==> src/sv/assert_macros.svh <==
// Assertion macros for the RTL cell array. Synthesis builds define SYNTH and get empty bodies.
`ifndef ASSERT_MACROS_SVH
`define ASSERT_MACROS_SVH

`ifndef SYNTH

// Consequent must hold in the same cycle as the antecedent.
`define ASSERT_IMPLY(lbl, clk, rst, ante, cons, msg) \
  lbl: assert property (@(posedge clk) disable iff (rst) (ante) |-> (cons)) else $error(msg);

// Consequent must hold in the cycle after the antecedent.
`define ASSERT_NEXT(lbl, clk, rst, ante, cons, msg) \
  lbl: assert property (@(posedge clk) disable iff (rst) (ante) |=> (cons)) else $error(msg);

`else

`define ASSERT_IMPLY(lbl, clk, rst, ante, cons, msg)
`define ASSERT_NEXT(lbl, clk, rst, ante, cons, msg)

`endif

`endif

==> src/sv/pss_pkg.sv <==
package pss_pkg;

  localparam int CAP_DEFAULT = 16;
  localparam int DW_DEFAULT  = 32;

  localparam int CMD_W   = 3;
  localparam int POS_W   = 5;
  localparam int VAL_W   = 32;
  localparam int CNT_O_W = 5;
  localparam int STAT_W  = 2;

  typedef enum logic [CMD_W-1:0] {
    CMD_PUSH_BACK  = 3'd0,
    CMD_POP_BACK   = 3'd1,
    CMD_PUSH_FRONT = 3'd2,
    CMD_POP_FRONT  = 3'd3,
    CMD_INSERT     = 3'd4,
    CMD_ERASE      = 3'd5,
    CMD_CLEAR      = 3'd6
  } cmd_t;

  typedef enum logic [STAT_W-1:0] {
    ST_DONE    = 2'd0,
    ST_IGNORED = 2'd1,
    ST_FULL    = 2'd2
  } status_t;

  // What the cell array does with one command.
  typedef enum logic [1:0] {
    SH_NONE   = 2'd0,
    SH_INSERT = 2'd1,
    SH_REMOVE = 2'd2,
    SH_CLEAR  = 2'd3
  } shift_t;

  typedef struct packed {
    shift_t  kind;
    status_t status;
  } op_t;

endpackage

==> src/sv/positional_sequence_store.sv <==
// Ordered store of up to CAPACITY data words with entry 0 at the front. A command word is
// taken at every rising edge where start is high; busy is always low, so a new command can
// follow in every cycle. The command is registered, then decoded and applied to the cell
// array in the next cycle, where every cell shifts in parallel for insert and erase; its
// result (removed word, count after the command, status) is registered and presented with
// done high for exactly one cycle, and one result word per cycle is sustained. Results
// come out in command order and the receiver cannot stall them, so it must take every
// word in the cycle that done marks. Commands act on the state left by all earlier
// commands. A pop on an empty store, an insert past the size and an erase at or past
// the size are ignored with status 1; a push or an in-range insert into a full store
// is dropped with status 2; the code with no meaning is ignored with status 1. Stored
// words keep the low DATA_WIDTH bits of value. Entries need no clearing after reset:
// only entries below the count are ever read.
module positional_sequence_store #(
  parameter int CAPACITY   = pss_pkg::CAP_DEFAULT,
  parameter int DATA_WIDTH = pss_pkg::DW_DEFAULT
) (
  input  logic                        clk,
  input  logic                        rst,
  input  logic                        start,
  output logic                        busy,
  input  logic [pss_pkg::CMD_W-1:0]   command,
  input  logic [pss_pkg::POS_W-1:0]   position,
  input  logic [pss_pkg::VAL_W-1:0]   value,
  output logic                        done,
  output logic [pss_pkg::VAL_W-1:0]   removed_value,
  output logic [pss_pkg::CNT_O_W-1:0] count_after,
  output logic [pss_pkg::STAT_W-1:0]  status
);
  import pss_pkg::*;

  localparam int CNT_W = $clog2(CAPACITY + 1);
  localparam int IDX_W = $clog2(CAPACITY);

  // Input register.
  logic             valid_q;
  logic [CMD_W-1:0] cmd_q;
  logic [POS_W-1:0] pos_q;
  logic [VAL_W-1:0] val_q;

  op_t                   op;
  logic [IDX_W-1:0]      idx;
  logic [CNT_W-1:0]      count;
  logic [CNT_W-1:0]      count_next;
  logic [DATA_WIDTH-1:0] removed;

  // Every command finishes in a single pass, so the block never holds a command off.
  assign busy = 1'b0;

  always_ff @(posedge clk) begin
    if (rst) begin
      valid_q <= 1'b0;
    end else begin
      valid_q <= start && !busy;
    end
  end

  always_ff @(posedge clk) begin
    if (start && !busy) begin
      cmd_q <= command;
      pos_q <= position;
      val_q <= value;
    end
  end

  // Decode against the current count.
  pss_ctrl #(
    .CAPACITY(CAPACITY)
  ) u_ctrl (
    .cmd  (cmd_q),
    .pos  (pos_q),
    .count(count),
    .op   (op),
    .idx  (idx)
  );

  // Shift array and count; updates only when a registered command is present.
  pss_cells #(
    .CAPACITY  (CAPACITY),
    .DATA_WIDTH(DATA_WIDTH)
  ) u_cells (
    .clk       (clk),
    .rst       (rst),
    .en        (valid_q),
    .kind      (op.kind),
    .idx       (idx),
    .word      (DATA_WIDTH'(val_q)),
    .count     (count),
    .count_next(count_next),
    .removed   (removed)
  );

  // Result register: one word per command, strobed by done.
  always_ff @(posedge clk) begin
    if (rst) begin
      done <= 1'b0;
    end else begin
      done <= valid_q;
    end
  end

  always_ff @(posedge clk) begin
    if (valid_q) begin
      removed_value <= VAL_W'(removed);
      count_after   <= CNT_O_W'(count_next);
      status        <= op.status;
    end
  end

endmodule

==> src/sv/pss_ctrl.sv <==
module pss_ctrl #(
  parameter int CAPACITY = pss_pkg::CAP_DEFAULT,
  localparam int CNT_W = $clog2(CAPACITY + 1),
  localparam int IDX_W = $clog2(CAPACITY)
) (
  input  logic [pss_pkg::CMD_W-1:0] cmd,
  input  logic [pss_pkg::POS_W-1:0] pos,
  input  logic [CNT_W-1:0]          count,
  output pss_pkg::op_t              op,
  output logic [IDX_W-1:0]          idx
);
  import pss_pkg::*;

  localparam int PCMP_W = (POS_W > CNT_W) ? POS_W : CNT_W;

  logic [PCMP_W-1:0] pos_ext;
  logic [PCMP_W-1:0] cnt_ext;
  logic              full;
  logic              empty;

  assign pos_ext = PCMP_W'(pos);
  assign cnt_ext = PCMP_W'(count);
  assign full    = (count == CNT_W'(CAPACITY));
  assign empty   = (count == '0);

  // Insert checks the position before the capacity, so an out-of-range
  // insert into a full store reports as ignored.
  always_comb begin
    op.kind   = SH_NONE;
    op.status = ST_DONE;
    idx       = '0;
    unique case (cmd)
      CMD_PUSH_BACK: begin
        if (full) op.status = ST_FULL;
        else begin
          op.kind = SH_INSERT;
          idx     = IDX_W'(count);
        end
      end
      CMD_POP_BACK: begin
        if (empty) op.status = ST_IGNORED;
        else begin
          op.kind = SH_REMOVE;
          idx     = IDX_W'(count - 1'b1);
        end
      end
      CMD_PUSH_FRONT: begin
        if (full) op.status = ST_FULL;
        else op.kind = SH_INSERT;
      end
      CMD_POP_FRONT: begin
        if (empty) op.status = ST_IGNORED;
        else op.kind = SH_REMOVE;
      end
      CMD_INSERT: begin
        if (pos_ext > cnt_ext) op.status = ST_IGNORED;
        else if (full) op.status = ST_FULL;
        else begin
          op.kind = SH_INSERT;
          idx     = IDX_W'(pos);
        end
      end
      CMD_ERASE: begin
        if (pos_ext >= cnt_ext) op.status = ST_IGNORED;
        else begin
          op.kind = SH_REMOVE;
          idx     = IDX_W'(pos);
        end
      end
      CMD_CLEAR: op.kind = SH_CLEAR;
      default:   op.status = ST_IGNORED;
    endcase
  end

endmodule

==> src/sv/pss_cells.sv <==
`include "assert_macros.svh"

module pss_cells #(
  parameter int CAPACITY   = pss_pkg::CAP_DEFAULT,
  parameter int DATA_WIDTH = pss_pkg::DW_DEFAULT,
  localparam int CNT_W = $clog2(CAPACITY + 1),
  localparam int IDX_W = $clog2(CAPACITY)
) (
  input  logic                  clk,
  input  logic                  rst,
  input  logic                  en,
  input  pss_pkg::shift_t       kind,
  input  logic [IDX_W-1:0]      idx,
  input  logic [DATA_WIDTH-1:0] word,
  output logic [CNT_W-1:0]      count,
  output logic [CNT_W-1:0]      count_next,
  output logic [DATA_WIDTH-1:0] removed
);
  import pss_pkg::*;

  logic [DATA_WIDTH-1:0] entries [CAPACITY];

  assign removed = (kind == SH_REMOVE) ? entries[idx] : '0;

  always_comb begin
    count_next = count;
    if (en) begin
      case (kind)
        SH_INSERT: count_next = count + 1'b1;
        SH_REMOVE: count_next = count - 1'b1;
        SH_CLEAR:  count_next = '0;
        default:   count_next = count;
      endcase
    end
  end

  always_ff @(posedge clk) begin
    if (rst) begin
      count <= '0;
    end else begin
      count <= count_next;
    end
  end

  // Every cell looks only at its neighbors, so insert and erase move all
  // following entries by one place in the same cycle.
  for (genvar i = 0; i < CAPACITY; i++) begin : g_cell
    logic [DATA_WIDTH-1:0] cell_next;
    logic                  at_idx;
    logic                  past_idx;

    assign at_idx   = (IDX_W'(i) == idx);
    assign past_idx = (IDX_W'(i) > idx);

    if (i == 0) begin : g_first
      always_comb begin
        cell_next = entries[i];
        if (kind == SH_INSERT && at_idx) cell_next = word;
        else if (kind == SH_REMOVE && at_idx) cell_next = entries[i+1];
      end
    end else if (i == CAPACITY - 1) begin : g_last
      always_comb begin
        cell_next = entries[i];
        if (kind == SH_INSERT) begin
          if (at_idx) cell_next = word;
          else if (past_idx) cell_next = entries[i-1];
        end
      end
    end else begin : g_mid
      always_comb begin
        cell_next = entries[i];
        if (kind == SH_INSERT) begin
          if (at_idx) cell_next = word;
          else if (past_idx) cell_next = entries[i-1];
        end else if (kind == SH_REMOVE && (at_idx || past_idx)) begin
          cell_next = entries[i+1];
        end
      end
    end

    always_ff @(posedge clk) begin
      if (en) entries[i] <= cell_next;
    end
  end

  `ASSERT_IMPLY(a_no_insert_full, clk, rst, en && kind == SH_INSERT,
                count != CNT_W'(CAPACITY), "insert issued while full")
  `ASSERT_IMPLY(a_no_remove_empty, clk, rst, en && kind == SH_REMOVE,
                count != '0, "remove issued while empty")
  `ASSERT_NEXT(a_insert_lands, clk, rst, en && kind == SH_INSERT,
               entries[$past(idx)] == $past(word), "inserted word not stored at its index")
  `ASSERT_NEXT(a_remove_count, clk, rst, en && kind == SH_REMOVE,
               count == $past(count) - 1'b1, "count did not drop after remove")

endmodule

==> config.mk <==
export PLATFORM = sky130hd
export DESIGN_NAME = positional_sequence_store
export DESIGN_NICKNAME = d
export VERILOG_FILES = /design/src/sv/pss_pkg.sv /design/src/sv/positional_sequence_store.sv /design/src/sv/pss_ctrl.sv /design/src/sv/pss_cells.sv
export VERILOG_INCLUDE_DIRS = /design/src /design/src/sv
export SDC_FILE = /design/constraint.sdc
export NUM_CORES = 2
export LEC_CHECK = 0
export ABC_CLOCK_PERIOD_IN_PS = 5900
export CAP_MARGIN = 30
export CORE_ASPECT_RATIO = 0.5
export CORE_UTILIZATION = 55
export CTS_CLUSTER_DIAMETER = 200
export CTS_CLUSTER_SIZE = 40
export DETAILED_ROUTE_END_ITERATION = 10
export DONT_BUFFER_PORTS = 1
export GPL_TIMING_DRIVEN = 0
export PLACE_DENSITY = 0.79
export RECOVER_POWER = 25
export SETUP_SLACK_MARGIN = 0.02
export SLEW_MARGIN = 20
export SYNTH_ARGS = -nofsm -noshare
export SYNTH_HDL_FRONTEND = slang
export SYNTH_SLANG_ARGS = --single-unit
==> constraint.sdc <==
create_clock -name clk -period 5.9 [get_ports clk]
set_input_delay 1.475 -clock clk [delete_from_list [all_inputs] [get_ports clk]]
set_output_delay 1.475 -clock clk [all_outputs]
set_load 0.01 [all_outputs]
==> flow_summary.yaml <==
placed_design:
  placed_cells: 3781
  dp_slack_ns: 1.007
  placed_area_sq_mm: 0.03533
  post-dp-hpwl_mm: 97.84
  place.gp.congestion: 1.045
  port_buffers: 0
critical_path:
  cp-end-kind: "flip-flop"
  cp_cell_sequence: "inv_1 > ha_1 > nand4_1 > o221ai_1 > a21oi_1 > o21ai_0 > clkbuf_1 > clkbuf_1 > clkbuf_1 > nand2_1 > o21ai_0"
  required_ns: 6.35
  crit_end: "u_cells.entries[2][10]"
  reg2reg_depth: 11
  worst_ep_arrival_time_ns: 6.15
  rr_startpoint: "u_cells.count[1]"
  cp_top_family: "buffers and inverters"
  rr_endpoint: "u_cells.entries[2][10]"
  slowest_delay_ns: 1.12
  critPathLaunch: "u_cells.count[1]"
  start_kind: "flip-flop"
  crit_type: "flip-flop to flip-flop"
  crit_path_frequent_cell: "clkbuf_1"
  critPathMaxFanout: 10
  crit_buf_inv: 4
  r2r_setup_slack_ns: 0.19
  crit_cells: 11
  cpMaxStageDelayCell: "o21ai_0"
cells_and_area:
  drive_above_1_share_pct: 8.319
  utilization_pct: 60.34
  stdcell_area_sq_mm: 0.03591
  area_growth_pct: 7.749
  fin_cells: 3832
  nets: 3051
synth:
  ys.flop_type: "edfxtp_1"
  synth_mux_area_share_pct: 21.61
  synth_top_family_by_area: "multiplexers"
  synth-seq-cells: 598
  synth_area_leaders: "edfxtp_1, mux2i_1, nand2_1"
  yosys.area.top_type: "edfxtp_1"
  synth-compound-area-share_pct: 11.57
  syn_inst: 2933
  synthTopCellsByCount: "mux2i_1, edfxtp_1, nand2_1"
  synthXorXnorAreaFrac_pct: 0
  yosysWarningCount: 0
  synth_edf_count: 591
  avgSynthCellArea_sq_um: 11.36
  synth_area_sq_mm: 0.03333
  synthSimpleGateAreaFrac_pct: 8.677
  ys_types: 77
  seq_area_frac_synth_pct: 53.67
  yosysMostFrequentCell: "mux2i_1"
  synth-adder-area-share_pct: 0.3004
  async_flop_share_pct: 0
  synth.top_cell.area_share_pct: 53.25
  syn-num-nets: 2984
global_routing:
  grt_pass1_vias: 25598
  grt_antenna_before_repair: 6
  grt_pass1_wl_mm: 190.7
  grt_util_all_layers_pct: 44.43
  grt-ovfl-total: 0
  grt_max_degree: 42
sta:
  relSlewSlack_pct: -70.15
  tns_ns: 0
  holdWs_ns: 0.5773
  period_needed_ns: 5.707
  hold_viol: 0
  setup_slack_ns: 0.1932
  rsz0062_at_grt: "false"
  fmax_ghz: 0.1752
  finalSetupViolations: 0
  timing.final.crit_share_pct: 96.73
  worst_slew_pin_slew_ns: 2.552
  fin_skew_ns: 0.06495
  timing.final.max_slew_violations: 83
clock_network:
  clock_path_buffers: 3
  cts_buffers: 18
  root_buffer: "clkbuf_16"
  path_clk_slew_ns: 0.15
  cts_setup_buffers: 0
  cts_tree: "yes"
  cts_resized: 0
  cts_htree_levels: 1
  clk_latency_ns: 0.66
  postCtsHoldBufs: 0
  clock_sinks: 598
run:
  maxCapViolCount: 4
floorplan:
  core_sq_mm: 0.05951
  die_y_um: 176.1
  fp-row-count: 63
  die_width_um: 350.1
  initial_core_util_pct: 56.00
  die_area_sq_mm: 0.06164
  io_pins: 84
power:
  finalPower_mw: 9.021
  power.leakage_nw: 15.49
  powerDensity_mw_per_mm2: 251.2
  peakVddDrop_v: 0.0001998
route:
  wl_per_cell_um: 36.72
  dr.pass1.iters: 8
  antenna_left: 0
  drc: 0
  drt_iter0_markers: 6366
  vias: 28298
  routed_via_density: 7.385
  routed_wl_mm: 140.7
hold_path:
  hold_path.class: "flip-flop to flip-flop"
outcome:
  outcome: "finished with violations"
  violations: "capacitance limit, slew limit"
per-layer routing:
| layer | routed length (um) | track usage [%] |
|---|---|---|
| met5 | 21 | 0 |
| met4 | 7942 | 21.13 |
| met3 | 27190 | 21.91 |
| met2 | 54470 | 59.25 |
| met1 | 51100 | 59.75 |
power breakdown:
part / switching (mW) / internal (mW) / total (mW)
Combinational: 1.35 / 0.564 / 1.92
Sequential: 0.198 / 4.98 / 5.18
Clock: 1.35 / 0.577 / 1.92
area by class of cell:
cell class,instances,area (sq um)
Inverter,12,45.04
Antenna cell,15,37.54
Sequential cell,598,17890
Clock buffer,23,469.2
Clock inverter,2,20.02
Fill cell,4919,23610
Buffer,262,1339
Tap cell,812,1016
Multi-Input combinational cell,2061,14140
Timing Repair Buffer,47,957.2
state kept, by name (all words and copies together) (netlist names), 2 cells and up:
signal	cells
status	2
count_after	5
removed_value	32
u_cells.count	5
val_q	32
u_cells.entries	512
pos_q	5
cmd_q	3
placed cells by master, fill, tap and decap left out, types with 6 or more instances in the layout:
master / count
a211oi_1: 16
a21oi_1: 82
and3_1: 6
buf_16: 24
buf_2: 44
buf_4: 32
buf_6: 34
buf_8: 7
clkbuf_1: 163
clkbuf_16: 18
clkbuf_2: 6
dfxtp_1: 7
diode_2: 15
edfxtp_1: 591
ha_1: 8
inv_1: 10
mux2_1: 34
mux2_2: 35
mux2i_1: 642
nand2_1: 480
nand3_1: 24
nor2_1: 42
o21ai_0: 165
o21ai_1: 274
o22ai_1: 114
or3_1: 10
or4_1: 32
kinds of logic after synthesis:
| logic type | Yosys count |
|---|---|
| muxes | 711 |
| and+or+nand+nor | 647 |
| adders and majority gates | 8 |
| DFF | 598 |
| buffers and inverters | 274 |
| AOI/OAI and AO/OA | 694 |
| other | 1 |
worst min-delay path by stage:
stage                                  startpoint                       to  slack [ns]  depth (start not counted)
after CTS                 u_cells.entries[15][13]  u_cells.entries[14][13]        0.58                          2
final                     u_cells.entries[15][13]  u_cells.entries[14][13]        0.58                          2
after global placement    u_cells.entries[15][15]  u_cells.entries[14][15]        0.53                          2
after global routing       u_cells.entries[3][12]   u_cells.entries[2][12]        0.62                          2
after detailed placement   u_cells.entries[15][0]   u_cells.entries[14][0]        0.54                          2
after floorplan            u_cells.entries[15][0]   u_cells.entries[14][0]        0.52                          2
tightest hold or removal path, delay by kind of cell (launching register included):
| kind | cells | cell delay, ns |
|---|---|---|
| AOI/OAI and AO/OA | 1 | 0.06 |
| DFF | 1 | 0.37 |
| and+or+nand+nor | 1 | 0.05 |
Note: power is estimated with default switching activity, not from simulation.
